## config.mk

```make
export PLATFORM = sky130hd
export DESIGN_NAME = dual_half_lcd_address_sequencer_flat
export DESIGN_NICKNAME = d
export VERILOG_FILES = /design/src/hdl/dlas_pkg.sv /design/src/hdl/dlas_if.sv /design/src/hdl/dlas_decode.sv /design/src/hdl/dlas_burst.sv /design/src/hdl/dual_half_lcd_address_sequencer.sv /design/src/flat_wrapper.sv
export SDC_FILE = /design/constraint.sdc
export NUM_CORES = 1
export LEC_CHECK = 0
export BUFFER_PORTS_ARGS = -buffer_cell sky130_fd_sc_hd__buf_4
export CAP_MARGIN = 40
export CORE_ASPECT_RATIO = 1.4
export CORE_MARGIN = 2
export CORE_UTILIZATION = 45
export CTS_BUF_LIST = sky130_fd_sc_hd__clkbuf_16
export DETAILED_ROUTE_END_ITERATION = 8
export SYNTH_ARGS = -nofsm -noshare
export SYNTH_HDL_FRONTEND = slang
export SYNTH_HIERARCHICAL = 1
export SYNTH_SLANG_ARGS = --single-unit
```

## constraint.sdc

```tcl
create_clock -name clk_i -period 6.6 [get_ports clk_i]
set_input_delay 1.32 -clock clk_i [delete_from_list [all_inputs] [get_ports clk_i]]
set_output_delay 1.32 -clock clk_i [all_outputs]
set_load 0.02 [all_outputs]
```

## src/hdl/dlas_pkg.sv

```systemverilog
// Shared types, constants and helpers for the dual-half LCD address sequencer.
// Depends on nothing; every other file but dlas_if imports it.
package dlas_pkg;

  // Panel geometry. All four are powers of two, so divisions become shifts and masks.
  localparam int unsigned PANEL_WIDTH   = 128;
  localparam int unsigned PANEL_HEIGHT  = 64;
  localparam int unsigned HALF_WIDTH    = 64;
  localparam int unsigned ROWS_PER_PAGE = 8;

  localparam int unsigned COL_W    = (PANEL_WIDTH > 2) ? $clog2(PANEL_WIDTH) : 1;
  localparam int unsigned ROW_W    = $clog2(PANEL_HEIGHT);
  localparam int unsigned HALF_LOG = $clog2(HALF_WIDTH);
  localparam int unsigned PAGE_LOG = $clog2(ROWS_PER_PAGE);

  // Most results one request can cause, and the counter widths that follow.
  localparam int unsigned MAX_RES = 5;
  localparam int unsigned CNT_W   = $clog2(MAX_RES + 1);
  localparam int unsigned IDX_W   = $clog2(MAX_RES);

  // Panel instruction bytes.
  localparam logic [7:0] CMD_DISPLAY_ON = 8'b0011_1110 | 8'h01;
  localparam logic [7:0] CMD_SET_COLUMN = 8'b0100_0000;
  localparam logic [7:0] CMD_SET_PAGE   = 8'b1011_1000;
  localparam logic [7:0] CMD_START_LINE = 8'b1100_0000;

  typedef enum logic [2:0] {
    FUNC_INIT     = 3'd0,
    FUNC_SET_ADDR = 3'd1,
    FUNC_WRITE    = 3'd2,
    FUNC_READ     = 3'd3,
    FUNC_REPLY    = 3'd4
  } func_e;

  typedef enum logic [1:0] {
    KIND_INSTR = 2'd0,
    KIND_WDATA = 2'd1,
    KIND_RDATA = 2'd2,
    KIND_DONE  = 2'd3
  } kind_e;

  typedef enum logic [1:0] {
    PH_IDLE   = 2'd0,
    PH_FIRST  = 2'd1,
    PH_SECOND = 2'd2
  } phase_e;

  typedef logic [COL_W-1:0] col_t;
  typedef logic [ROW_W-1:0] row_t;

  typedef struct packed {
    kind_e      kind;
    logic       half;
    logic [7:0] bus_byte;
    logic       error;
  } res_t;

  // All results of one request, oldest in slot 0.
  typedef struct packed {
    res_t [MAX_RES-1:0] res;
    logic [CNT_W-1:0]   cnt;
  } burst_t;

  typedef struct packed {
    col_t   col;
    row_t   row;
    phase_e phase;
  } pos_t;

  function automatic logic half_of(col_t col);
    col_t sh;
    sh = col >> HALF_LOG;
    return sh[0];
  endfunction

  function automatic res_t res_make(kind_e kind, logic half, logic [7:0] b, logic err);
    res_t r;
    r.kind     = kind;
    r.half     = half;
    r.bus_byte = b;
    r.error    = err;
    return r;
  endfunction

  function automatic res_t page_cmd(col_t col, row_t row);
    row_t pg;
    pg = row >> PAGE_LOG;
    return res_make(KIND_INSTR, half_of(col), CMD_SET_PAGE | 8'(pg), 1'b0);
  endfunction

  function automatic res_t column_cmd(col_t col);
    logic [7:0] c;
    c = 8'(col) & 8'(HALF_WIDTH - 1);
    return res_make(KIND_INSTR, half_of(col), CMD_SET_COLUMN | c, 1'b0);
  endfunction

endpackage

```

## src/hdl/dlas_if.sv

```systemverilog
// Valid/ready channel interfaces for request and result beats.
// Depends on nothing.
interface dlas_in_if;
  logic       valid;
  logic       ready;
  logic [2:0] func;
  logic [7:0] x_col;
  logic [7:0] y_row;
  logic [7:0] byte_value;

  modport source (output valid, func, x_col, y_row, byte_value, input ready);
  modport sink   (input valid, func, x_col, y_row, byte_value, output ready);
endinterface

interface dlas_out_if;
  logic       valid;
  logic       ready;
  logic [1:0] kind;
  logic       half;
  logic [7:0] bus_byte;
  logic       error;
  logic       last;

  modport source (output valid, kind, half, bus_byte, error, last, input ready);
  modport sink   (input valid, kind, half, bus_byte, error, last, output ready);
endinterface

```

## src/hdl/dlas_decode.sv

```systemverilog
// Request decoder: turns one request plus the current position into its result list
// and the next position. Purely combinational. Depends on dlas_pkg.
module dlas_decode import dlas_pkg::*; (
  input  logic [2:0] func_i,
  input  logic [7:0] x_col_i,
  input  logic [7:0] y_row_i,
  input  logic [7:0] byte_value_i,
  input  pos_t       pos_i,
  output burst_t     burst_o,
  output pos_t       pos_o
);

  logic [COL_W:0] col_inc;
  logic           wrap;
  logic           adv_addr;
  col_t           adv_col;
  row_t           adv_row;
  logic           in_range;
  logic           pending;
  col_t           new_col;
  row_t           new_row;

  // Column advance after a data beat; wrap takes precedence over the half boundary.
  assign col_inc  = {1'b0, pos_i.col} + (COL_W + 1)'(1);
  assign wrap     = col_inc >= (COL_W + 1)'(PANEL_WIDTH);
  assign adv_col  = wrap ? '0 : col_inc[COL_W-1:0];
  assign adv_row  = wrap ? pos_i.row + ROW_W'(ROWS_PER_PAGE) : pos_i.row;
  assign adv_addr = wrap || (col_inc == (COL_W + 1)'(HALF_WIDTH));

  assign in_range = ({1'b0, x_col_i} < 9'(PANEL_WIDTH)) &&
                    ({1'b0, y_row_i} < 9'(PANEL_HEIGHT));
  assign pending  = pos_i.phase != PH_IDLE;
  assign new_col  = x_col_i[COL_W-1:0];
  assign new_row  = y_row_i[ROW_W-1:0];

  always_comb begin
    burst_o = '0;
    pos_o   = pos_i;
    burst_o.res[0] = res_make(KIND_DONE, 1'b0, 8'h00, 1'b1);
    burst_o.cnt    = CNT_W'(1);
    unique case (func_e'(func_i))
      FUNC_INIT: begin
        if (!pending) begin
          burst_o.res[0] = res_make(KIND_INSTR, 1'b0, CMD_DISPLAY_ON, 1'b0);
          burst_o.res[1] = res_make(KIND_INSTR, 1'b1, CMD_DISPLAY_ON, 1'b0);
          burst_o.res[2] = res_make(KIND_INSTR, 1'b0, CMD_START_LINE, 1'b0);
          burst_o.res[3] = res_make(KIND_INSTR, 1'b1, CMD_START_LINE, 1'b0);
          burst_o.res[4] = res_make(KIND_DONE, 1'b0, 8'h00, 1'b0);
          burst_o.cnt    = CNT_W'(5);
          pos_o.col      = '0;
          pos_o.row      = '0;
        end
      end
      FUNC_SET_ADDR: begin
        if (!pending && in_range) begin
          burst_o.res[0] = page_cmd(new_col, new_row);
          burst_o.res[1] = column_cmd(new_col);
          burst_o.res[2] = res_make(KIND_DONE, 1'b0, 8'h00, 1'b0);
          burst_o.cnt    = CNT_W'(3);
          pos_o.col      = new_col;
          pos_o.row      = new_row;
        end
      end
      FUNC_WRITE: begin
        if (!pending) begin
          burst_o.res[0] = res_make(KIND_WDATA, half_of(pos_i.col), byte_value_i, 1'b0);
          if (adv_addr) begin
            burst_o.res[1] = page_cmd(adv_col, adv_row);
            burst_o.res[2] = column_cmd(adv_col);
            burst_o.res[3] = res_make(KIND_DONE, 1'b0, 8'h00, 1'b0);
            burst_o.cnt    = CNT_W'(4);
          end else begin
            burst_o.res[1] = res_make(KIND_DONE, 1'b0, 8'h00, 1'b0);
            burst_o.cnt    = CNT_W'(2);
          end
          pos_o.col = adv_col;
          pos_o.row = adv_row;
        end
      end
      FUNC_READ: begin
        if (!pending) begin
          // dummy read; the panel's first reply is discarded
          burst_o.res[0] = res_make(KIND_RDATA, half_of(pos_i.col), 8'h00, 1'b0);
          pos_o.phase    = PH_FIRST;
        end
      end
      FUNC_REPLY: begin
        if (pos_i.phase == PH_FIRST) begin
          burst_o.res[0] = page_cmd(pos_i.col, pos_i.row);
          burst_o.res[1] = column_cmd(pos_i.col);
          burst_o.res[2] = res_make(KIND_RDATA, half_of(pos_i.col), 8'h00, 1'b0);
          burst_o.cnt    = CNT_W'(3);
          pos_o.phase    = PH_SECOND;
        end else if (pos_i.phase == PH_SECOND) begin
          if (adv_addr) begin
            burst_o.res[0] = page_cmd(adv_col, adv_row);
            burst_o.res[1] = column_cmd(adv_col);
            burst_o.res[2] = res_make(KIND_DONE, 1'b0, byte_value_i, 1'b0);
            burst_o.cnt    = CNT_W'(3);
          end else begin
            burst_o.res[0] = res_make(KIND_DONE, 1'b0, byte_value_i, 1'b0);
          end
          pos_o.col   = adv_col;
          pos_o.row   = adv_row;
          pos_o.phase = PH_IDLE;
        end
      end
      default: begin
        burst_o.cnt = CNT_W'(1);
      end
    endcase
  end

endmodule

```

## src/hdl/dlas_burst.sv

```systemverilog
// Result burst buffer and output register: holds one request's result list and
// hands it out one beat per cycle while rsp_o is ready. Depends on dlas_pkg and dlas_if.
module dlas_burst import dlas_pkg::*; (
  input  logic        clk_i,
  input  logic        rst_ni,
  input  logic        load_i,
  input  burst_t      burst_i,
  output logic        free_o,
  dlas_out_if.source  rsp_o
);

  logic             bvld_q, bvld_d;
  burst_t           burst_q;
  logic [IDX_W-1:0] idx_q, idx_d;
  logic             out_vld_q, out_vld_d;
  res_t             out_q;
  logic             out_last_q;
  logic             pop;
  logic             last_pop;

  assign pop      = bvld_q && (!out_vld_q || rsp_o.ready);
  assign last_pop = pop && (idx_q == IDX_W'(burst_q.cnt - CNT_W'(1)));
  assign free_o   = !bvld_q || last_pop;

  always_comb begin
    bvld_d    = bvld_q;
    idx_d     = idx_q;
    out_vld_d = pop || (out_vld_q && !rsp_o.ready);
    if (load_i) begin
      bvld_d = 1'b1;
      idx_d  = '0;
    end else if (last_pop) begin
      bvld_d = 1'b0;
    end else if (pop) begin
      idx_d = idx_q + IDX_W'(1);
    end
  end

  always_ff @(posedge clk_i or negedge rst_ni) begin
    if (!rst_ni) begin
      bvld_q    <= 1'b0;
      idx_q     <= '0;
      out_vld_q <= 1'b0;
    end else begin
      bvld_q    <= bvld_d;
      idx_q     <= idx_d;
      out_vld_q <= out_vld_d;
    end
  end

  always_ff @(posedge clk_i) begin
    if (load_i) begin
      burst_q <= burst_i;
    end
    if (pop) begin
      out_q      <= burst_q.res[idx_q];
      out_last_q <= last_pop;
    end
  end

  assign rsp_o.valid    = out_vld_q;
  assign rsp_o.kind     = out_q.kind;
  assign rsp_o.half     = out_q.half;
  assign rsp_o.bus_byte = out_q.bus_byte;
  assign rsp_o.error    = out_q.error;
  assign rsp_o.last     = out_last_q;

endmodule

```

## src/hdl/dual_half_lcd_address_sequencer.sv

```systemverilog
// Top level of the dual-half graphic LCD address sequencer.
// Depends on dlas_pkg, dlas_if, dlas_decode and dlas_burst.
//
// Takes host requests on req_i (init, set address, write, read, panel read reply)
// and produces panel bus beats and host completions on rsp_o, one result beat per
// cycle while rsp_o is ready, with last marking the final beat of each request.
// A request makes 1 to 5 results and the single burst buffer holds one list, so
// the next request loads once the last beat moves to the output register; a
// one-result request can be taken every cycle while rsp_o is ready. A request
// passes input register, burst buffer and output register. Requests keep
// being taken while results wait on rsp_o, up to one in the input register and
// one in the burst buffer. Column, pixel row and read phase update when the
// request moves from the input register into the burst buffer.
module dual_half_lcd_address_sequencer import dlas_pkg::*; (
  input  logic       clk_i,
  input  logic       rst_ni,
  dlas_in_if.sink    req_i,
  dlas_out_if.source rsp_o
);

  // input register
  logic       in_vld_q, in_vld_d;
  logic [2:0] func_q;
  logic [7:0] x_col_q;
  logic [7:0] y_row_q;
  logic [7:0] byte_value_q;

  // panel position and read phase
  pos_t   pos_q;
  pos_t   pos_d;
  burst_t burst;
  logic   free;
  logic   load;
  logic   accept;

  assign load        = in_vld_q && free;
  assign req_i.ready = !in_vld_q || load;
  assign accept      = req_i.valid && req_i.ready;

  always_comb begin
    in_vld_d = in_vld_q;
    if (accept) begin
      in_vld_d = 1'b1;
    end else if (load) begin
      in_vld_d = 1'b0;
    end
  end

  always_ff @(posedge clk_i or negedge rst_ni) begin
    if (!rst_ni) begin
      in_vld_q <= 1'b0;
      pos_q    <= '{col: '0, row: '0, phase: PH_IDLE};
    end else begin
      in_vld_q <= in_vld_d;
      if (load) begin
        pos_q <= pos_d;
      end
    end
  end

  always_ff @(posedge clk_i) begin
    if (accept) begin
      func_q       <= req_i.func;
      x_col_q      <= req_i.x_col;
      y_row_q      <= req_i.y_row;
      byte_value_q <= req_i.byte_value;
    end
  end

  dlas_decode u_decode (
    .func_i       (func_q),
    .x_col_i      (x_col_q),
    .y_row_i      (y_row_q),
    .byte_value_i (byte_value_q),
    .pos_i        (pos_q),
    .burst_o      (burst),
    .pos_o        (pos_d)
  );

  dlas_burst u_burst (
    .clk_i   (clk_i),
    .rst_ni  (rst_ni),
    .load_i  (load),
    .burst_i (burst),
    .free_o  (free),
    .rsp_o   (rsp_o)
  );

  // Checks

  a_col_in_panel: assert property (@(posedge clk_i) disable iff (!rst_ni)
    {1'b0, pos_q.col} < (COL_W + 1)'(PANEL_WIDTH))
    else $error("column outside panel");

  a_burst_count: assert property (@(posedge clk_i) disable iff (!rst_ni)
    load |-> (burst.cnt != '0) && (burst.cnt <= CNT_W'(MAX_RES)))
    else $error("bad burst length");

  a_last_kind: assert property (@(posedge clk_i) disable iff (!rst_ni)
    rsp_o.valid && rsp_o.last |->
      (rsp_o.kind == KIND_DONE) || (rsp_o.kind == KIND_RDATA))
    else $error("request ends on a bus write");

  a_done_is_last: assert property (@(posedge clk_i) disable iff (!rst_ni)
    rsp_o.valid && (rsp_o.kind == KIND_DONE) |-> rsp_o.last)
    else $error("completion not on final beat");

  a_phase_on_read: assert property (@(posedge clk_i) disable iff (!rst_ni)
    load && (pos_q.phase == PH_IDLE) && (pos_d.phase == PH_FIRST) |->
      (burst.cnt == CNT_W'(1)) && (burst.res[0].kind == KIND_RDATA))
    else $error("read started without dummy read");

endmodule
```

## src/flat_wrapper.sv

```systemverilog
// flat-port wrapper written by rule: the top's interface ports become plain ports
module dual_half_lcd_address_sequencer_flat import dlas_pkg::*;
  (clk_i, rst_ni, req_i_valid, req_i_func, req_i_x_col, req_i_y_row, req_i_byte_value, req_i_ready, rsp_o_valid, rsp_o_kind, rsp_o_half, rsp_o_bus_byte, rsp_o_error, rsp_o_last, rsp_o_ready);
  dlas_in_if req_i_i ();
  dlas_out_if rsp_o_i ();
  input  logic clk_i;
  input  logic rst_ni;
  input wire logic [$bits(req_i_i.valid)-1:0] req_i_valid;
  input wire logic [$bits(req_i_i.func)-1:0] req_i_func;
  input wire logic [$bits(req_i_i.x_col)-1:0] req_i_x_col;
  input wire logic [$bits(req_i_i.y_row)-1:0] req_i_y_row;
  input wire logic [$bits(req_i_i.byte_value)-1:0] req_i_byte_value;
  output wire logic [$bits(req_i_i.ready)-1:0] req_i_ready;
  output wire logic [$bits(rsp_o_i.valid)-1:0] rsp_o_valid;
  output wire logic [$bits(rsp_o_i.kind)-1:0] rsp_o_kind;
  output wire logic [$bits(rsp_o_i.half)-1:0] rsp_o_half;
  output wire logic [$bits(rsp_o_i.bus_byte)-1:0] rsp_o_bus_byte;
  output wire logic [$bits(rsp_o_i.error)-1:0] rsp_o_error;
  output wire logic [$bits(rsp_o_i.last)-1:0] rsp_o_last;
  input wire logic [$bits(rsp_o_i.ready)-1:0] rsp_o_ready;
  assign req_i_i.valid = req_i_valid;
  assign req_i_i.func = req_i_func;
  assign req_i_i.x_col = req_i_x_col;
  assign req_i_i.y_row = req_i_y_row;
  assign req_i_i.byte_value = req_i_byte_value;
  assign req_i_ready = req_i_i.ready;
  assign rsp_o_valid = rsp_o_i.valid;
  assign rsp_o_kind = rsp_o_i.kind;
  assign rsp_o_half = rsp_o_i.half;
  assign rsp_o_bus_byte = rsp_o_i.bus_byte;
  assign rsp_o_error = rsp_o_i.error;
  assign rsp_o_last = rsp_o_i.last;
  assign rsp_o_i.ready = rsp_o_ready;
  dual_half_lcd_address_sequencer u_core (.clk_i(clk_i), .rst_ni(rst_ni), .req_i(req_i_i), .rsp_o(rsp_o_i));
endmodule
```

==> impl_metrics.ini, run 1 <==
[pwr]
seqPwrFrac_pct = 42.4
swShare_pct = 31.7
clkPwrFrac_pct = 29.1
p_int_mw = 2.17
power.density_mw_per_mm2 = 456
leakage_nw = 2.68
p_total_mw = 3.17
ir_worst_vdd_v = 0.000178
p_sw_mw = 1.00
pwr-share-comb_pct = 28.4

[critical_path]
path_delay_family = simple AND/OR/NAND/NOR gates
r2r-start = u_core/u_burst/idx_q[1]$_DFFE_PN0P_
cpMostUsedCell = buf_4
cp_slowest_stage_delay_ps = 490
worstPathArrival_ps = 2560
cp.required_ps = 5280
path_max_fanout = 4
cp_cell_sequence = buf_4 -> nand2b_1 -> nand2_1 -> o31ai_1 -> or2b_1 -> buf_4
startpoint = rsp_o_ready
critPathKind = in2out
critPathCaptureType = primary output
path_buf_inv = 2
slowest_stage = o31ai_1
critPathLaunchType = input pin

[global_routing]
track_usage_pct = 17.7
grt_pass1_wl_um = 19300
grt_pass1_vias = 3653
grt_max_degree = 44
antenna_found_initial = 0
grt_overflow = 0

[finish]
final_nets = 542
drive_above_1_share_pct = 25.7
area_growth_pct = 15.2
antenna_cells = 0

[route]
wl_met2_um = 6390
wl_um = 11800
top_layer = met4
dr.pass1.iters = 5
drc = 0
detail-route-antenna-nets = 0
num_vias = 3677
routedWlPerCell_um = 17.0
drt_iter0_drc = 225
drt-met1-wl_um = 4660
vias_per_cell = 5.28
met3_wirelength_um = 486

[clock_network]
htreeDepth = 4
cts_buffer_depth = 2
clockRootBuffer = clkbuf_16
cts_buffers = 17
post_cts_buffers = 0
cts_tree = built
clk_pin_slew_ps = 50
hold_buffers = 0
cts_resized = 0
worstSkewPairLatency_ps = 410
clkSinkCount = 118

[timing]
holdWs_ps = 524
finClkSkew_ps = 7.82
rsz0062_at_grt = false
slew_viol_final = 0
final-setup-viol-count = 0
finalSetupTns_ps = 0
tightestPinTransition_ps = 874
layout_min_cycle_time_ps = 3880
hold_viol = 0
max_freq_mhz = 258
fin_crit_sh_pct = 58.8
relSlewSlack_pct = 41.7

[synth]
avgSynthCellArea_um2 = 12.9
netlist_area_mm2 = 0.00604
syn-instance-count = 468
ys_warn_count = 6

[die]
io_pins = 46
start_util_pct = 45.6
dieWidth_um = 102
rows = 50
die_h_um = 141
dieArea_mm2 = 0.0144
core_mm2 = 0.0133

[placement]
gp_congestion = 0.884
port_buffers = 42
place_hpwl_um = 8510

[job]
max-cap-violations = 0

[status]
outcome = completed

[worst_hold_path]
hold_path_class = reg2reg
min_from = u_core/u_burst/burst_q[61]$_DFFE_PP_
-- path summary, 6_finish.rpt --
kind	endpoint	slack, ps	depth (start not counted)
setup / recovery	req_i_ready	2720	6
hold / removal	u_core/u_burst/rsp_o.kind[0]$_DFFE_PP_	520	2
setup reg to reg	u_core/u_burst/burst_q[6]$_DFFE_PP_	2850	6
hold reg to reg	u_core/u_burst/rsp_o.kind[0]$_DFFE_PP_	520	2
max in group asynchronous	u_core/pos_q[0]$_DFFE_PN0P_	5590	1
min in group asynchronous	u_core/u_burst/rsp_o.valid$_DFF_PN0_	790	1
-- flip-flops by register name, summed over array words and instances, names as in the netlist --
register,count
u_core/u_burst/burst_q,63
u_core/pos_q,12
u_core/byte_value_q,8
u_core/u_burst/rsp_o.bus_byte,8
u_core/x_col_q,8
u_core/y_row_q,5
u_core/func_q,3
u_core/u_burst/idx_q,3
u_core/u_burst/rsp_o.kind,2
u_core/in_vld_q,1
u_core/u_burst/bvld_q,1
u_core/u_burst/rsp_o.error,1
u_core/u_burst/rsp_o.half,1
u_core/u_burst/rsp_o.last,1
u_core/u_burst/rsp_o.valid,1
-- final cells by class --
type / instances / area [um^2]
Sequential cell: 118 / 3450
Clock buffer: 17 / 425
Timing Repair Buffer: 46 / 373
Fill cell: 1164 / 6300
Clock inverter: 15 / 178
Inverter: 24 / 90.1
Multi-Input combinational cell: 294 / 2220
Tap cell: 182 / 228
-- routing by layer --
layer  GRT usage [%]  vias up
met4            7.02        0
li1                -     1777
met5               0        -
met2            30.5      107
met3            4.26       17
met1            21.1     1776
-- power by group through the flow --
stage / logic (mW) / registers [mW] / clock network, mW
global route: 0.997 / 1.38 / 0.982
global placement: 0.848 / 1.37 / 0
CTS: 0.912 / 1.35 / 0.950
floorplan: 0.678 / 1.33 / 0
detailed placement: 0.908 / 1.37 / 0
finish: 0.903 / 1.35 / 0.925
-- through the flow --
step	utilization, %	cell area (um^2)	worst slack, ps	instances
after floorplan	-	6110	2570	486
after global placement	47.6	6320	2410	662
after detailed placement	48.0	6360	2380	664
after CTS	52.5	6960	2700	696
after global routing	52.5	6960	2590	696
final	52.5	6960	2720	696
-- worst register-to-register path, cell delays in order (launching register included) --
cell	delay, ps
dfrtp_1	820
xnor2_2	190
or2_1	290
o31ai_1	450
nand2_2	410
inv_2	790
buf_4	460
-- cell usage in the layout (no fill, tap or decap), types with 4 or more instances in the layout --
cell and instances:
and2_1 10, edfxtp_1 100, dfrtp_1 18, clkinvlp_4 4, mux2_4 6, inv_1 22, clkbuf_16 17, o311ai_0 4
conb_1 19, ha_1 10, xnor2_1 5, nand3b_1 4, mux2_2 6, o21ai_0 28, nand2b_1 11, mux4_2 12
nand4_1 6, nor2_1 18, and3_1 4, buf_4 44, nor3_1 5, nand3_1 8, a21oi_1 11, nand2_1 42
nor2b_1 4, a211oi_1 4, o2111ai_1 4
Note: power is estimated with default switching activity, not from simulation.
==> run 2: changes to the inputs <==
--- a/config.mk
+++ b/config.mk
@@ -5,6 +5,7 @@
 export SDC_FILE = /design/constraint.sdc
 export NUM_CORES = 1
 export LEC_CHECK = 0
+export ABC_AREA = 1
 export BUFFER_PORTS_ARGS = -buffer_cell sky130_fd_sc_hd__buf_4
 export CAP_MARGIN = 40
 export CORE_ASPECT_RATIO = 1.4
==> constraint.sdc (replaced) <==
create_clock -name clk_i -period 3.9 [get_ports clk_i]
set_input_delay 0.78 -clock clk_i [delete_from_list [all_inputs] [get_ports clk_i]]
set_output_delay 0.78 -clock clk_i [all_outputs]
set_load 0.02 [all_outputs]
==> impl_metrics.ini, run 2 <==
[clock_network]
worstSkewPairLatency_ps = 400
post_cts_buffers = 0
htreeDepth = 4
clk_pin_slew_ps = 60
clkSinkCount = 118
cts_resized = 0
cts_buffer_depth = 2
hold_buffers = 0
clockRootBuffer = clkbuf_16
cts_buffers = 17
cts_tree = built

[critical_path]
worstSetupPathDepth = 9
slowest_stage = o21ai_2
r2r_end = u_core/u_burst/idx_q[0]$_DFFE_PN0P_
path_buf_inv = 3
startpoint = u_core/u_burst/burst_q[0]$_DFFE_PP_
cp.required_ps = 3120
critPathCaptureType = primary output
critPathLaunchType = flop
path_delay_family = compound AO/OA/AOI/OAI gates
worstPathArrival_ps = 2600
path_max_fanout = 15
cp_slowest_stage_delay_ps = 640
critPathKind = reg2out
cpMostUsedCell = inv_1
cp_cell_sequence = inv_1 -> ha_1 -> xnor2_2 -> nor2_4 -> nand2_4 -> o21ai_2 -> inv_1 -> nand2_1 -> buf_4
worstRegToRegCells = 12
r2r_slack_ps = 1010
r2r-start = u_core/u_burst/burst_q[0]$_DFFE_PP_

[route]
routedWlPerCell_um = 14.4
drt_iter0_drc = 253
drc = 0
vias_per_cell = 4.94
dr.pass1.iters = 5
detail-route-antenna-nets = 0
wl_um = 12000
num_vias = 4109

[timing]
tightestPinTransition_ps = 817
rsz0062_at_grt = false
hold_viol = 0
layout_min_cycle_time_ps = 3380
holdWs_ps = 248
relSlewSlack_pct = 45.5
finalSetupTns_ps = 0
fin_crit_sh_pct = 86.7
slew_viol_final = 0
final-setup-viol-count = 0
finClkSkew_ps = 14.4
max_freq_mhz = 296

[pwr]
clkPwrFrac_pct = 27.8
power.density_mw_per_mm2 = 803
ir_worst_vdd_v = 0.000447
seqPwrFrac_pct = 41.2
pwr-share-comb_pct = 31.0
p_int_mw = 3.56
swShare_pct = 35.3
p_sw_mw = 1.94
leakage_nw = 3.01

[die]
dieWidth_um = 101
io_pins = 46
dieArea_mm2 = 0.0143
die_h_um = 140
core_mm2 = 0.0129
start_util_pct = 46.3
rows = 49

[global_routing]
track_usage_pct = 18.6
antenna_found_initial = 0
grt_pass1_vias = 4047
grt_overflow = 0
grt_pass1_wl_um = 20300
grt_max_degree = 65

[finish]
drive_above_1_share_pct = 17.7
largest_reg_flops = 63
final_common_cell = nand2_1
n_fill_cell = 1160
area_growth_pct = 14.6
antenna_cells = 0
final_cell_mix = 162 x nand2_1, 100 x edfxtp_1, 82 x nand3_1
finish.utilization_pct = 53.0
reg_top3 = u_core/u_burst/burst_q: 63 flops, u_core/pos_q: 12 flops
top_register = u_core/u_burst/burst_q
final_nets = 683

[placement]
port_buffers = 42
place_hpwl_um = 8720
gp_congestion = 0.910

[status]
outcome = completed

[job]
max-cap-violations = 0

[synth]
ys_warn_count = 6
netlist_area_mm2 = 0.00598
avgSynthCellArea_um2 = 9.89
syn-instance-count = 605

[worst_hold_path]
hold_path_class = in2async
run 2: cell types whose count changed in the layout (fill, tap and decap cells not counted), sizes merged, moves of 12 or more:
| cell | previous run | this run |
|---|---|---|
| nand2 | 44 | 173 |
| nand3 | 8 | 84 |
| inv | 26 | 74 |
| and2 | 12 | 0 |
| mux2 | 12 | 0 |
| mux4 | 12 | 0 |
run 2: worst reg2reg max path: stages (launching register included):
cell and delay [ps]:
edfxtp_1 400, inv_1 100, ha_1 260, xnor2_2 160, nor2_4 110, nand2_4 90, o21ai_2 640, nand2_8 190
inv_2 130, buf_12 290, inv_1 200, nand4_1 140, nand2_1 60
run 2: stage by stage:
stage                     instance area, um^2  instances  setup WS [ps]  total power [mW]
after global placement                   6270        801            995              3.98
after global routing                     6860        832            278              5.90
after floorplan                          6050        623            441              3.58
after CTS                                6860        832            476              5.56
final                                    6860        832            520              5.50
after detailed placement                 6270        801            913              4.01
run 2: final cells by class:
class	instances	area, um^2	area share, %
Sequential cell	118	3450	50.4
Clock inverter	14	160	2.34
Tap cell	178	223	3.25
Inverter	71	269	3.92
Clock buffer	17	425	6.21
Multi-Input combinational cell	387	1960	28.6
Timing Repair Buffer	47	365	5.33
run 2: power by group through the flow:
stage	combinational [mW]	sequential [mW]	clock, mW
floorplan	1.27	2.31	0
global placement	1.70	2.28	0
detailed placement	1.72	2.29	0
CTS	1.73	2.27	1.57
global route	1.94	2.32	1.63
finish	1.71	2.27	1.53
run 2: routing by layer:
layer	part of all wire, %	global-route usage, %	up-vias	wire length [um]
met5	0	0	-	0
met4	3.5	8.46	0	424
met3	3.9	4.79	24	466
met2	52	31.2	113	6210
met1	41	22.0	1909	4870
li1	-	-	2063	-
run 2: how the worst max path moves through the flow:
stage	endpoint	slack [ps]
after global routing	req_i_ready	280
after detailed placement	req_i_ready	910
after CTS	req_i_ready	480
after global placement	req_i_ready	1000
after floorplan	u_core/u_burst/idx_q[0]$_DFFE_PN0P_	440
final	req_i_ready	520
